[config.mk]
export PLATFORM = sky130hd
export DESIGN_NAME = positional_insert_delete_array
export DESIGN_NICKNAME = d
export VERILOG_FILES = /design/src/rtl/pida_pkg.sv /design/src/rtl/positional_insert_delete_array.sv
export SDC_FILE = /design/constraint.sdc
export NUM_CORES = 1
export LEC_CHECK = 0
export BUFFER_PORTS_ARGS = -buffer_cell sky130_fd_sc_hd__buf_4
export CORE_MARGIN = 3
export CORE_UTILIZATION = 23
export CTS_BUF_LIST = sky130_fd_sc_hd__clkbuf_16
export DETAILED_ROUTE_END_ITERATION = 16
export PLACE_DENSITY = 0.33
export SLEW_MARGIN = 40
export SYNTH_ARGS = -nofsm -noshare
export SYNTH_HDL_FRONTEND = slang
export SYNTH_SLANG_ARGS = --single-unit
[constraint.sdc]
create_clock -name clk -period 14.3 [get_ports clk]
set_input_delay 0.715 -clock clk [delete_from_list [all_inputs] [get_ports clk]]
set_output_delay 0.715 -clock clk [all_outputs]
set_load 0.05 [all_outputs]
[src/rtl/pida_pkg.sv]
// Package: shared types and codes for the positional insert/delete array.
package pida_pkg;

  localparam int DEPTH_DEF = 16;
  localparam int LIST_MAX  = 16;

  localparam logic [1:0] CMD_LIST = 2'd0;
  localparam logic [1:0] CMD_INS  = 2'd1;
  localparam logic [1:0] CMD_DEL  = 2'd2;

  localparam logic [1:0] ST_OK     = 2'd0;
  localparam logic [1:0] ST_FULL   = 2'd1;
  localparam logic [1:0] ST_EMPTY  = 2'd2;
  localparam logic [1:0] ST_BADPOS = 2'd3;

  typedef struct packed {
    logic [1:0]         cmd;
    logic [4:0]         position;
    logic signed [31:0] value;
  } in_t;

  typedef struct packed {
    logic [1:0]         status;
    logic [3:0]         entry_index;
    logic signed [31:0] entry_value;
    logic [4:0]         stored_count;
    logic               last;
  } out_t;

  typedef enum logic [5:0] {
    S_IDLE    = 6'b000001,
    S_SH_RD   = 6'b000010,
    S_SH_WR   = 6'b000100,
    S_LS_RD   = 6'b001000,
    S_LS_WAIT = 6'b010000,
    S_EMIT    = 6'b100000
  } state_t;

endpackage

[src/rtl/positional_insert_delete_array.sv]
// Top level: ordered array with positional insert, delete and listing.
//
// Channels: in_valid/in_ready/in_data carry one command transaction (list,
// insert, delete); out_valid/out_ready/out_data carry result transactions.
// Insert, delete and rejected commands give one result with last set; a
// listing gives one result per stored entry (at most 16), last on the final.
// Entries sit in a single-port-write, registered-read memory; one shared
// index register walks it under a small sequencer. Insert and delete shift
// the entries from the position to the end one at a time, each a read then
// a write; a listing reads each entry, then emits it as a result.
// The block takes one command at a time; in_ready is high only when idle.
// A stalled receiver holds the output register and the sequencer waits.
// Synchronous active-low reset clears the count and control state; the
// memory contents are not cleared.
module positional_insert_delete_array #(
  parameter int DEPTH = pida_pkg::DEPTH_DEF
) (
  input  logic           clk,
  input  logic           rst_n,
  input  logic           in_valid,
  output logic           in_ready,
  input  pida_pkg::in_t  in_data,
  output logic           out_valid,
  input  logic           out_ready,
  output pida_pkg::out_t out_data
);

  localparam int AW   = $clog2(DEPTH);
  localparam int CW   = $clog2(DEPTH + 1);
  localparam int CMPW = (CW > 5) ? CW : 5;

  logic [31:0] mem [DEPTH];
  logic [31:0] rdata_r;

  pida_pkg::state_t state_r, state_nxt;
  logic [CW-1:0]    count_r, count_nxt;
  logic [AW-1:0]    idx_r, idx_nxt;
  logic [AW-1:0]    pos_r, pos_nxt;
  logic [31:0]      val_r, val_nxt;
  logic             ins_r, ins_nxt;
  logic             list_r, list_nxt;
  pida_pkg::out_t   pend_r, pend_nxt;
  pida_pkg::out_t   out_r, out_nxt;
  logic             out_valid_r, out_valid_nxt;

  logic             we;
  logic [AW-1:0]    wa;
  logic [31:0]      wd;
  logic [AW-1:0]    ra;

  logic [CMPW-1:0]  cnt_w, pos_w, idx1_w, lim_w;
  logic             load_out;

  assign cnt_w  = CMPW'(count_r);
  assign pos_w  = CMPW'(in_data.position);
  assign idx1_w = CMPW'(idx_r) + CMPW'(1);
  assign lim_w  = (cnt_w > CMPW'(pida_pkg::LIST_MAX)) ? CMPW'(pida_pkg::LIST_MAX) : cnt_w;

  assign in_ready  = (state_r == pida_pkg::S_IDLE);
  assign out_valid = out_valid_r;
  assign out_data  = out_r;
  assign load_out  = (state_r == pida_pkg::S_EMIT) && (!out_valid_r || out_ready);

  always_ff @(posedge clk) begin
    if (we) begin
      mem[wa] <= wd;
    end
    rdata_r <= mem[ra];
  end

  always_comb begin
    state_nxt     = state_r;
    count_nxt     = count_r;
    idx_nxt       = idx_r;
    pos_nxt       = pos_r;
    val_nxt       = val_r;
    ins_nxt       = ins_r;
    list_nxt      = list_r;
    pend_nxt      = pend_r;
    we            = 1'b0;
    wa            = idx_r;
    wd            = rdata_r;
    ra            = idx_r;
    out_nxt       = out_r;
    out_valid_nxt = out_valid_r;
    if (out_valid_r && out_ready) begin
      out_valid_nxt = 1'b0;
    end

    unique case (state_r)
      pida_pkg::S_IDLE: begin
        if (in_valid) begin
          pend_nxt              = '0;
          pend_nxt.stored_count = 5'(count_r);
          pend_nxt.last         = 1'b1;
          list_nxt              = 1'b0;
          state_nxt             = pida_pkg::S_EMIT;
          priority if (in_data.cmd == pida_pkg::CMD_LIST) begin
            if (count_r == '0) begin
              pend_nxt.status = pida_pkg::ST_EMPTY;
            end else begin
              list_nxt  = 1'b1;
              idx_nxt   = '0;
              state_nxt = pida_pkg::S_LS_RD;
            end
          end else if (in_data.cmd == pida_pkg::CMD_INS) begin
            if (cnt_w >= CMPW'(DEPTH)) begin
              pend_nxt.status = pida_pkg::ST_FULL;
            end else if (pos_w > cnt_w) begin
              pend_nxt.status = pida_pkg::ST_BADPOS;
            end else begin
              ins_nxt   = 1'b1;
              idx_nxt   = AW'(count_r);
              pos_nxt   = AW'(in_data.position);
              val_nxt   = in_data.value;
              state_nxt = pida_pkg::S_SH_RD;
            end
          end else if (in_data.cmd == pida_pkg::CMD_DEL) begin
            if (count_r == '0) begin
              pend_nxt.status = pida_pkg::ST_EMPTY;
            end else if (pos_w >= cnt_w) begin
              pend_nxt.status = pida_pkg::ST_BADPOS;
            end else begin
              ins_nxt   = 1'b0;
              idx_nxt   = AW'(in_data.position);
              state_nxt = pida_pkg::S_SH_RD;
            end
          end else begin
            pend_nxt.status = pida_pkg::ST_BADPOS;
          end
        end
      end
      pida_pkg::S_SH_RD: begin
        if (ins_r) begin
          if (idx_r == pos_r) begin
            we                    = 1'b1;
            wd                    = val_r;
            count_nxt             = count_r + CW'(1);
            pend_nxt              = '0;
            pend_nxt.stored_count = 5'(count_nxt);
            pend_nxt.last         = 1'b1;
            state_nxt             = pida_pkg::S_EMIT;
          end else begin
            ra        = idx_r - AW'(1);
            state_nxt = pida_pkg::S_SH_WR;
          end
        end else begin
          if (idx1_w >= cnt_w) begin
            count_nxt             = count_r - CW'(1);
            pend_nxt              = '0;
            pend_nxt.stored_count = 5'(count_nxt);
            pend_nxt.last         = 1'b1;
            state_nxt             = pida_pkg::S_EMIT;
          end else begin
            ra        = AW'(idx1_w);
            state_nxt = pida_pkg::S_SH_WR;
          end
        end
      end
      pida_pkg::S_SH_WR: begin
        we        = 1'b1;
        idx_nxt   = ins_r ? (idx_r - AW'(1)) : AW'(idx1_w);
        state_nxt = pida_pkg::S_SH_RD;
      end
      pida_pkg::S_LS_RD: begin
        state_nxt = pida_pkg::S_LS_WAIT;
      end
      pida_pkg::S_LS_WAIT: begin
        pend_nxt.status       = pida_pkg::ST_OK;
        pend_nxt.entry_index  = 4'(idx_r);
        pend_nxt.entry_value  = rdata_r;
        pend_nxt.stored_count = 5'(count_r);
        pend_nxt.last         = (idx1_w == lim_w);
        state_nxt             = pida_pkg::S_EMIT;
      end
      pida_pkg::S_EMIT: begin
        if (load_out) begin
          out_nxt       = pend_r;
          out_valid_nxt = 1'b1;
          if (list_r && !pend_r.last) begin
            idx_nxt   = AW'(idx1_w);
            state_nxt = pida_pkg::S_LS_RD;
          end else begin
            state_nxt = pida_pkg::S_IDLE;
          end
        end
      end
      default: begin
        state_nxt = pida_pkg::S_IDLE;
      end
    endcase
  end

  always_ff @(posedge clk) begin
    if (!rst_n) begin
      state_r     <= pida_pkg::S_IDLE;
      count_r     <= '0;
      out_valid_r <= 1'b0;
      ins_r       <= 1'b0;
      list_r      <= 1'b0;
      idx_r       <= '0;
    end else begin
      state_r     <= state_nxt;
      count_r     <= count_nxt;
      out_valid_r <= out_valid_nxt;
      ins_r       <= ins_nxt;
      list_r      <= list_nxt;
      idx_r       <= idx_nxt;
    end
  end

  always_ff @(posedge clk) begin
    pos_r  <= pos_nxt;
    val_r  <= val_nxt;
    pend_r <= pend_nxt;
    out_r  <= out_nxt;
  end

`ifndef SYNTHESIS
  a_count_bound: assert property (@(posedge clk) disable iff (!rst_n)
    CMPW'(count_r) <= CMPW'(DEPTH))
    else $error("count exceeds depth");

  a_full_ins_keeps_count: assert property (@(posedge clk) disable iff (!rst_n)
    (in_valid && in_ready && in_data.cmd == pida_pkg::CMD_INS &&
     CMPW'(count_r) == CMPW'(DEPTH)) |=> (count_r == $past(count_r)))
    else $error("insert into full array changed count");

  a_notlast_is_list: assert property (@(posedge clk) disable iff (!rst_n)
    (out_valid_r && !out_r.last) |-> (out_r.status == pida_pkg::ST_OK && list_r))
    else $error("non-final result outside a listing");
`endif

endmodule
==> results of run 1 <==
## worst paths after layout
path / end / depth (start not counted) / from / slack [ns]
max: rdata_r[15] / 13 / idx_r[1] / 9.38
min: val_r[17] / 1 / in_data[17] / 0.27
max reg2reg: rdata_r[15] / 13 / idx_r[1] / 9.38
min reg2reg: out_data[42] / 0 / pend_r[42] / 0.42
## synthesized netlist by cell type (24+ instances only)
cell / n
dfxtp_1: 50
o211a_1: 33
a21oi_1: 81
edfxtp_1: 636
mux2i_1: 39
a22oi_1: 33
a32oi_1: 35
nand2_1: 159
nor2_1: 24
mux2_2: 32
mux4_2: 64
and2_1: 58
clkbuf_1: 48
o22a_1: 32
## sequential cells by signal, summed over array words and instances (netlist names)
| register | flops |
|---|---|
| list_r | 1 |
| mem | 512 |
| idx_r | 4 |
| out_valid | 1 |
| rdata_r | 32 |
| state_r | 6 |
| val_r | 32 |
| cnt_w | 5 |
| ins_r | 1 |
| out_data | 44 |
| pend_r | 44 |
| pos_r | 4 |
## cell families after synthesis
kind of cell               Yosys count
muxes                              135
and+or+nand+nor                    302
buffers and inverters              103
DFF                                686
xor gates and xnor gates            19
adders and majority gates           22
AOI/OAI and AO/OA                  278
## power groups by stage
stage	clock [W]	combinational (W)	sequential [W]
floorplan	0	0.000332	0.00250
global placement	0	0.000525	0.00249
detailed placement	0	0.000535	0.00249
CTS	0.00203	0.000537	0.00245
global route	0.00211	0.000577	0.00245
finish	0.00195	0.000521	0.00244
## cell type report
class	count	area, um^2	share of cell area (%)
clock inverter	65	478	1.50
clock buffer	81	2030	6.34
inverter	20	75.1	0.235
sequential	686	20100	62.9
timing repair buffer	125	1060	3.32
antenna	2	5.00	0.0157
multi-input combinational	756	6320	19.8
tap	1512	1890	5.92
## layer usage
| layer | track usage, % | up-vias | part of all wire (%) |
|---|---|---|---|
| met5 | 0 | - | 0 |
| met4 | 3.58 | 0 | 2.4 |
| met3 | 1.86 | 105 | 3.4 |
| met2 | 19.8 | 293 | 47 |
| met1 | 17.1 | 7322 | 48 |
| li1 | - | 6364 | - |
## stage by stage
step	cells	hold slack [ns]
2_1_floorplan	1545	0.400
3_3_place_gp	3091	0.404
3_5_place_dp	3098	0.405
4_1_cts	3244	0.215
5_1_grt	3245	0.229
6_report	3247	0.273
==> results by group, run 1 <==
Worst setup path
  • CP arrival: roughly 5.4 ns
  • Setup crit end kind: flip-flop
  • CP Cell Sequence: ha_1 -> xnor2_1 -> inv_1 -> ha_1 -> nand2_1 -> o21ai_1 -> a2111oi_2 -> a41oi_2 -> xnor2_4 -> buf_4 -> nand3_4 -> o22a_1 -> o211a_1
  • WS Path Type: flip-flop to flip-flop
  • Crit path largest cell delay: 0.75 ns
  • Crit path max-delay cell type: nand3_4
  • Cell mode on critical path: ha_1
  • Cell family with most CP delay: compound AO/OA/AOI/OAI gates
  • Critical Path RT: roughly 15 ns
  • WP buf/inv: 2
  • CP Max Fanout: 34
  • CP Launch Type: flip-flop

Floorplanning
  • Die width: 348 um
  • Die area: 0.121 mm^2
  • Area of the core: 0.115 mm^2
  • I/O pin count: roughly 90
  • Row cnt: 124
  • Die height: 348 um
  • Initial Util: 23.3%

Power and ir drop
  • Pwr Density: 154 mW/mm^2
  • Clock power frac: about two fifths
  • Int Pwr: approximately 0.0037 W
  • Switch share: 24.4%
  • Peak VDD IR: roughly 70 uV
  • NetSw: 0.00120 W
  • Leak: between 10 and 15 nW
  • Total Power: between 0.004 and 0.005 W
  • Gate power share: 10.6%
  • Sequential fraction of design power: 49.7%

Clocking
  • CTS tree: done
  • CTS Hold Bufs: 0
  • PostCTS Resize Cnt: 0
  • CTS Sinks: approximately 700
  • CTS max path bufs: 3
  • H-tree Lvls: 3
  • CTS clock-pin slew for the worst setup and hold paths: 0.06 ns
  • Root Buffer: clkbuf_16
  • Buffer count from post-CTS setup fixing: 0
  • Clock Latency Late Sink: 0.62 ns
  • Number of CTS-inserted buffers: 79

Logic synthesis
  • Sequential-to-total area share from yosys stat: 74.9%
  • Simple-gate area share of the yosys netlist: under 10%
  • Mean Syn Cell Area: 17.4 um^2
  • Cell count after synthesis: 1545
  • Synth top area cells: edfxtp_1 71%, mux4_2 5.4%, dfxtp_1 3.7%, nand2_1 2.2%, a21oi_1 1.5%
  • Adder-Cell Fraction of Synth Area: under 10%
  • Synth warn: 0
  • Flops & latches, synth: 686
  • Compound-Gate Fraction of Synth Area: 7.55%
  • Post-synthesis net count: 1610
  • Synth Flop Type: edfxtp_1
  • Dominant cell type by area after synthesis: edfxtp_1
  • Largest family of logic cells by synthesized area: multiplexers
  • XOR/XNOR Fraction of Synth Area: less than 1%
  • Async set or reset register ratio after synthesis: 0%
  • Count of different cell masters after synthesis: 69
  • Top-area cell type share of the netlist area: between 70% and 80%
  • EDFF count, synth: 636
  • Post-synthesis mux area share: 8.17%
  • Synth Cell Area: between 0.02 and 0.03 mm^2

STA
  • Final TNS setup: 0 ns
  • Final Setup Violations: 0
  • Clk_skew: 0.0169 ns
  • Final hold viol count: 0
  • Rel. slew slack: 43.2%
  • Fmax: 203 MHz
  • RSZ-0062 raised after global routing: false
  • Fin crit period: 4.92 ns
  • Max Slew Vio Count: 0
  • Worst setup margin: 9.38 ns
  • Worst Max-Slew Pin Slew: 0.852 ns
  • Final period utilization: between 30% and 40%

Route
  • Pre-antenna DRT Iters: 5
  • Via count: 14100
  • DR DRC count: 0
  • Initial DRC Count: 940
  • Via-to-Cell Ratio: 4.34
  • WL per Instance: 23.1 um
  • WL final: 75000 um
  • Final ANT Viol Nets: 0

Layout
  • Fin nets: about 1700
  • Final instance area: 0.0320 mm^2
  • Most common cell after layout, fill and taps aside: edfxtp_1
  • Proportion of layout cells with a drive suffix above 1: 21.6%
  • Post-layout util: around 28%
  • Fillers: 11500
  • Layout area overhead: 19.1%
  • Most frequent cells in the layout: 636 x edfxtp_1, 158 x nand2_1, 113 x buf_4

Place
  • Routability cong.: approximately 0.73
  • IO buf count: 88
  • DP Wirelength: between 40000 and 50000 um
  • DP Worst Slack: 9.35 ns
  • Dpl cell area: 0.0294 mm^2

Global routing
  • Vias in the first global route: between 10000 and 15000
  • Largest net degree at the start of global routing: around 120
  • Antenna violations before repair: 3
  • GRT Total Usage: between 10% and 20%
  • Global-route wire length before repair: 108000 um
  • Overflow after GRT: 0

Outcome
  • Outcome: completed

Min path
  • Hold Crit Class: input port to flip-flop

Run
  • Max-cap viol count: 0
Power figures use the tool's default switching activity.
==> inputs of run 2 (changes only) <==
==> constraint.sdc (replaced) <==
create_clock -name clk -period 4.6 [get_ports clk]
set_input_delay 0.23 -clock clk [delete_from_list [all_inputs] [get_ports clk]]
set_output_delay 0.23 -clock clk [all_outputs]
set_load 0.05 [all_outputs]
==> results by group, run 2 (synthesis gave the netlist of run 1 again) <==
Clocking
  • CTS clock-pin slew for the worst setup and hold paths: 0.06 ns (about the same)
  • Root Buffer: clkbuf_16
  • CTS Sinks: 686 (unchanged)
  • CTS tree: done
  • Buffer count from post-CTS setup fixing: 0 (unchanged)
  • H-tree Lvls: 3 (unchanged)
  • Number of CTS-inserted buffers: 82 (+3.8%)
  • CTS max path bufs: 3 (unchanged)
  • Clock Latency Late Sink: 0.65 ns (+0.03 ns)
  • CTS Hold Bufs: 38 (+38)
  • PostCTS Resize Cnt: 0 (unchanged)

Layout
  • Fin nets: 1797 (+3.7%)
  • Most common cell after layout, fill and taps aside: edfxtp_1
  • Proportion of layout cells with a drive suffix above 1: 22.6% (+1.0 points)
  • Most frequent cells in the layout: 636 x edfxtp_1, 158 x nand2_1, 128 x buf_4
  • Ant. Diodes: 0 (-2)
  • Layout area overhead: 22.3%
  • Max reg flops: 512 (unchanged)
  • Final instance area: 0.0328 mm^2 (+2.7%)
  • Top reg by flops: mem

Worst setup path
  • Setup crit end kind: flip-flop
  • Reg2reg path depth: 13 (unchanged)
  • WS Path Type: flip-flop to flip-flop
  • CP Launch Type: flip-flop
  • Critical Path RT: 5.13 ns (-9.67 ns)
  • RR Startpoint: idx_r[1]
  • CP Max Fanout: 25 (-26%)
  • R2R Setup Slk: 0.46 ns (-8.92 ns)
  • CP arrival: 4.67 ns (-0.75 ns)
  • Worst r2r dst: rdata_r[6]
  • CP endpoint: rdata_r[6]
  • CP startpoint: idx_r[1]

Power and ir drop
  • Peak VDD IR: 271 uV (+290%)
  • Sequential fraction of design power: 48.0% (-1.7 points)
  • Clock power frac: 41.2% (+1.5 points)
  • NetSw: 0.00393 W (+230%)
  • Gate power share: 10.7% (about the same)
  • Int Pwr: 0.0119 W (+220%)
  • Total Power: 0.0158 W (+220%)
  • Leak: 10.7 nW (+3.9%)
  • Pwr Density: 481 mW/mm^2 (+210%)
  • Switch share: 24.9% (+0.46 points)

Floorplanning
  • Die height: 348 um (unchanged)
  • Die width: 348 um (unchanged)
  • Initial Util: 23.3% (unchanged)
  • Row cnt: 124 (unchanged)
  • Die area: 0.121 mm^2 (unchanged)
  • I/O pin count: 89 (unchanged)
  • Area of the core: 0.115 mm^2 (unchanged)

Global routing
  • Antenna violations before repair: 2 (-1)
  • Global-route wire length before repair: 112000 um (+4.6%)
  • Overflow after GRT: 0 (unchanged)
  • Vias in the first global route: 15400 (+5.2%)
  • GRT Total Usage: 12.8% (+0.48 points)
  • Largest net degree at the start of global routing: 52 (-56%)

Place
  • Dpl cell area: 0.0297 mm^2 (+1.1%)
  • DP Wirelength: 43500 um (+6.2%)
  • DP Worst Slack: 0.427 ns (-8.93 ns)
  • IO buf count: 88 (unchanged)
  • Routability cong.: 0.725 (-0.30%)

STA
  • Max Slew Vio Count: 0 (unchanged)
  • RSZ-0062 raised after global routing: false
  • Fin crit period: 4.14 ns (-0.780 ns)
  • Final hold viol count: 0 (unchanged)
  • Worst Max-Slew Pin Slew: 0.875 ns (+0.0239 ns)
  • Rel. slew slack: 41.5% (-1.6 points)
  • Worst setup margin: 0.462 ns (-8.92 ns)
  • Clk_skew: 0.0224 ns (+0.00546 ns)
  • Final period utilization: 90.0% (+56 points)
  • Final Setup Violations: 0 (unchanged)
  • Fmax: 242 MHz (+19%)
  • Final TNS setup: 0 ns (unchanged)

Route
  • Final ANT Viol Nets: 0 (unchanged)
  • WL per Instance: 23.4 um (+1.2%)
  • WL final: 77400 um (+3.2%)
  • DR DRC count: 0 (unchanged)
  • Via-to-Cell Ratio: 4.37 (+0.79%)
  • Initial DRC Count: 944 (+0.43%)
  • Pre-antenna DRT Iters: 4 (-1)
  • Via count: 14500 (+2.8%)

Min path
  • Hold Crit Class: input port to flip-flop

Outcome
  • Outcome: completed

Run
  • Max-cap viol count: 0 (unchanged)
==> run 2: cell types whose count changed in the layout (fill, tap and decap cells not counted), sizes merged <==
| cell | delta |
|---|---|
| bufinv | +3 |
| diode | -2 |
| clkinv | -4 |
| clkbuf | +1 |
| buf | +23 |
| dlygate4sd3 | +38 |
| inv | +5 |
| clkinvlp | +1 |
==> run 2: layout make-up <==
cell class | instances | area (um^2)
fill | 11500 | 82300
sequential | 686 | 20100
multi-input combinational | 756 | 6320
clock buffer | 82 | 2050
tap | 1512 | 1890
timing repair buffer | 186 | 1740
clock inverter | 70 | 649
inverter | 20 | 75.1
==> run 2: stage by stage <==
stage               hold slack, ns  std cells  utilization [%]
floorplan                    0.329       1545                -
global placement             0.402       3121             25.8
detailed placement           0.405       3122             25.8
CTS                         0.0755       3312             28.5
global route                 0.104       3312             28.5
finish                       0.132       3312             28.5
==> run 2: power by group through the flow <==
stage          sequential [W]  combinational (W)  clock (W)
6_report              0.00758            0.00170    0.00651
5_1_grt               0.00761            0.00188    0.00702
4_1_cts               0.00759            0.00175    0.00676
3_5_place_dp          0.00771            0.00172          0
3_3_place_gp          0.00772            0.00169          0
2_1_floorplan         0.00774            0.00104          0
==> run 2: worst min path at each step <==
stage                 from            to  cells past startpoint
3_5_place_dp    pend_r[16]  out_data[16]                      0
5_1_grt          out_ready     out_valid                      3
3_3_place_gp    pend_r[11]  out_data[11]                      0
4_1_cts          out_ready     out_valid                      3
2_1_floorplan  in_data[32]      pos_r[0]                      0
6_report         out_ready    state_r[0]                      4
==> run 2: critical path, cell delays in order, from the launching register on <==
cell and delay, ns:
dfxtp_1 0.44, ha_1 0.40, xnor2_1 0.22, inv_1 0.10, ha_1 0.30, a21oi_1 0.15, o21ai_1 0.15, a21o_1 0.23
o211ai_2 0.23, and2_4 0.43, buf_4 0.43, mux4_2 0.56, o22a_1 0.22, o211a_1 0.12
==> run 2: layer usage <==
metal	global-route usage (%)	part of all wire, %
met1	17.6	47
met5	0	0
met2	20.8	47
met4	3.22	2.0
met3	2.22	3.4
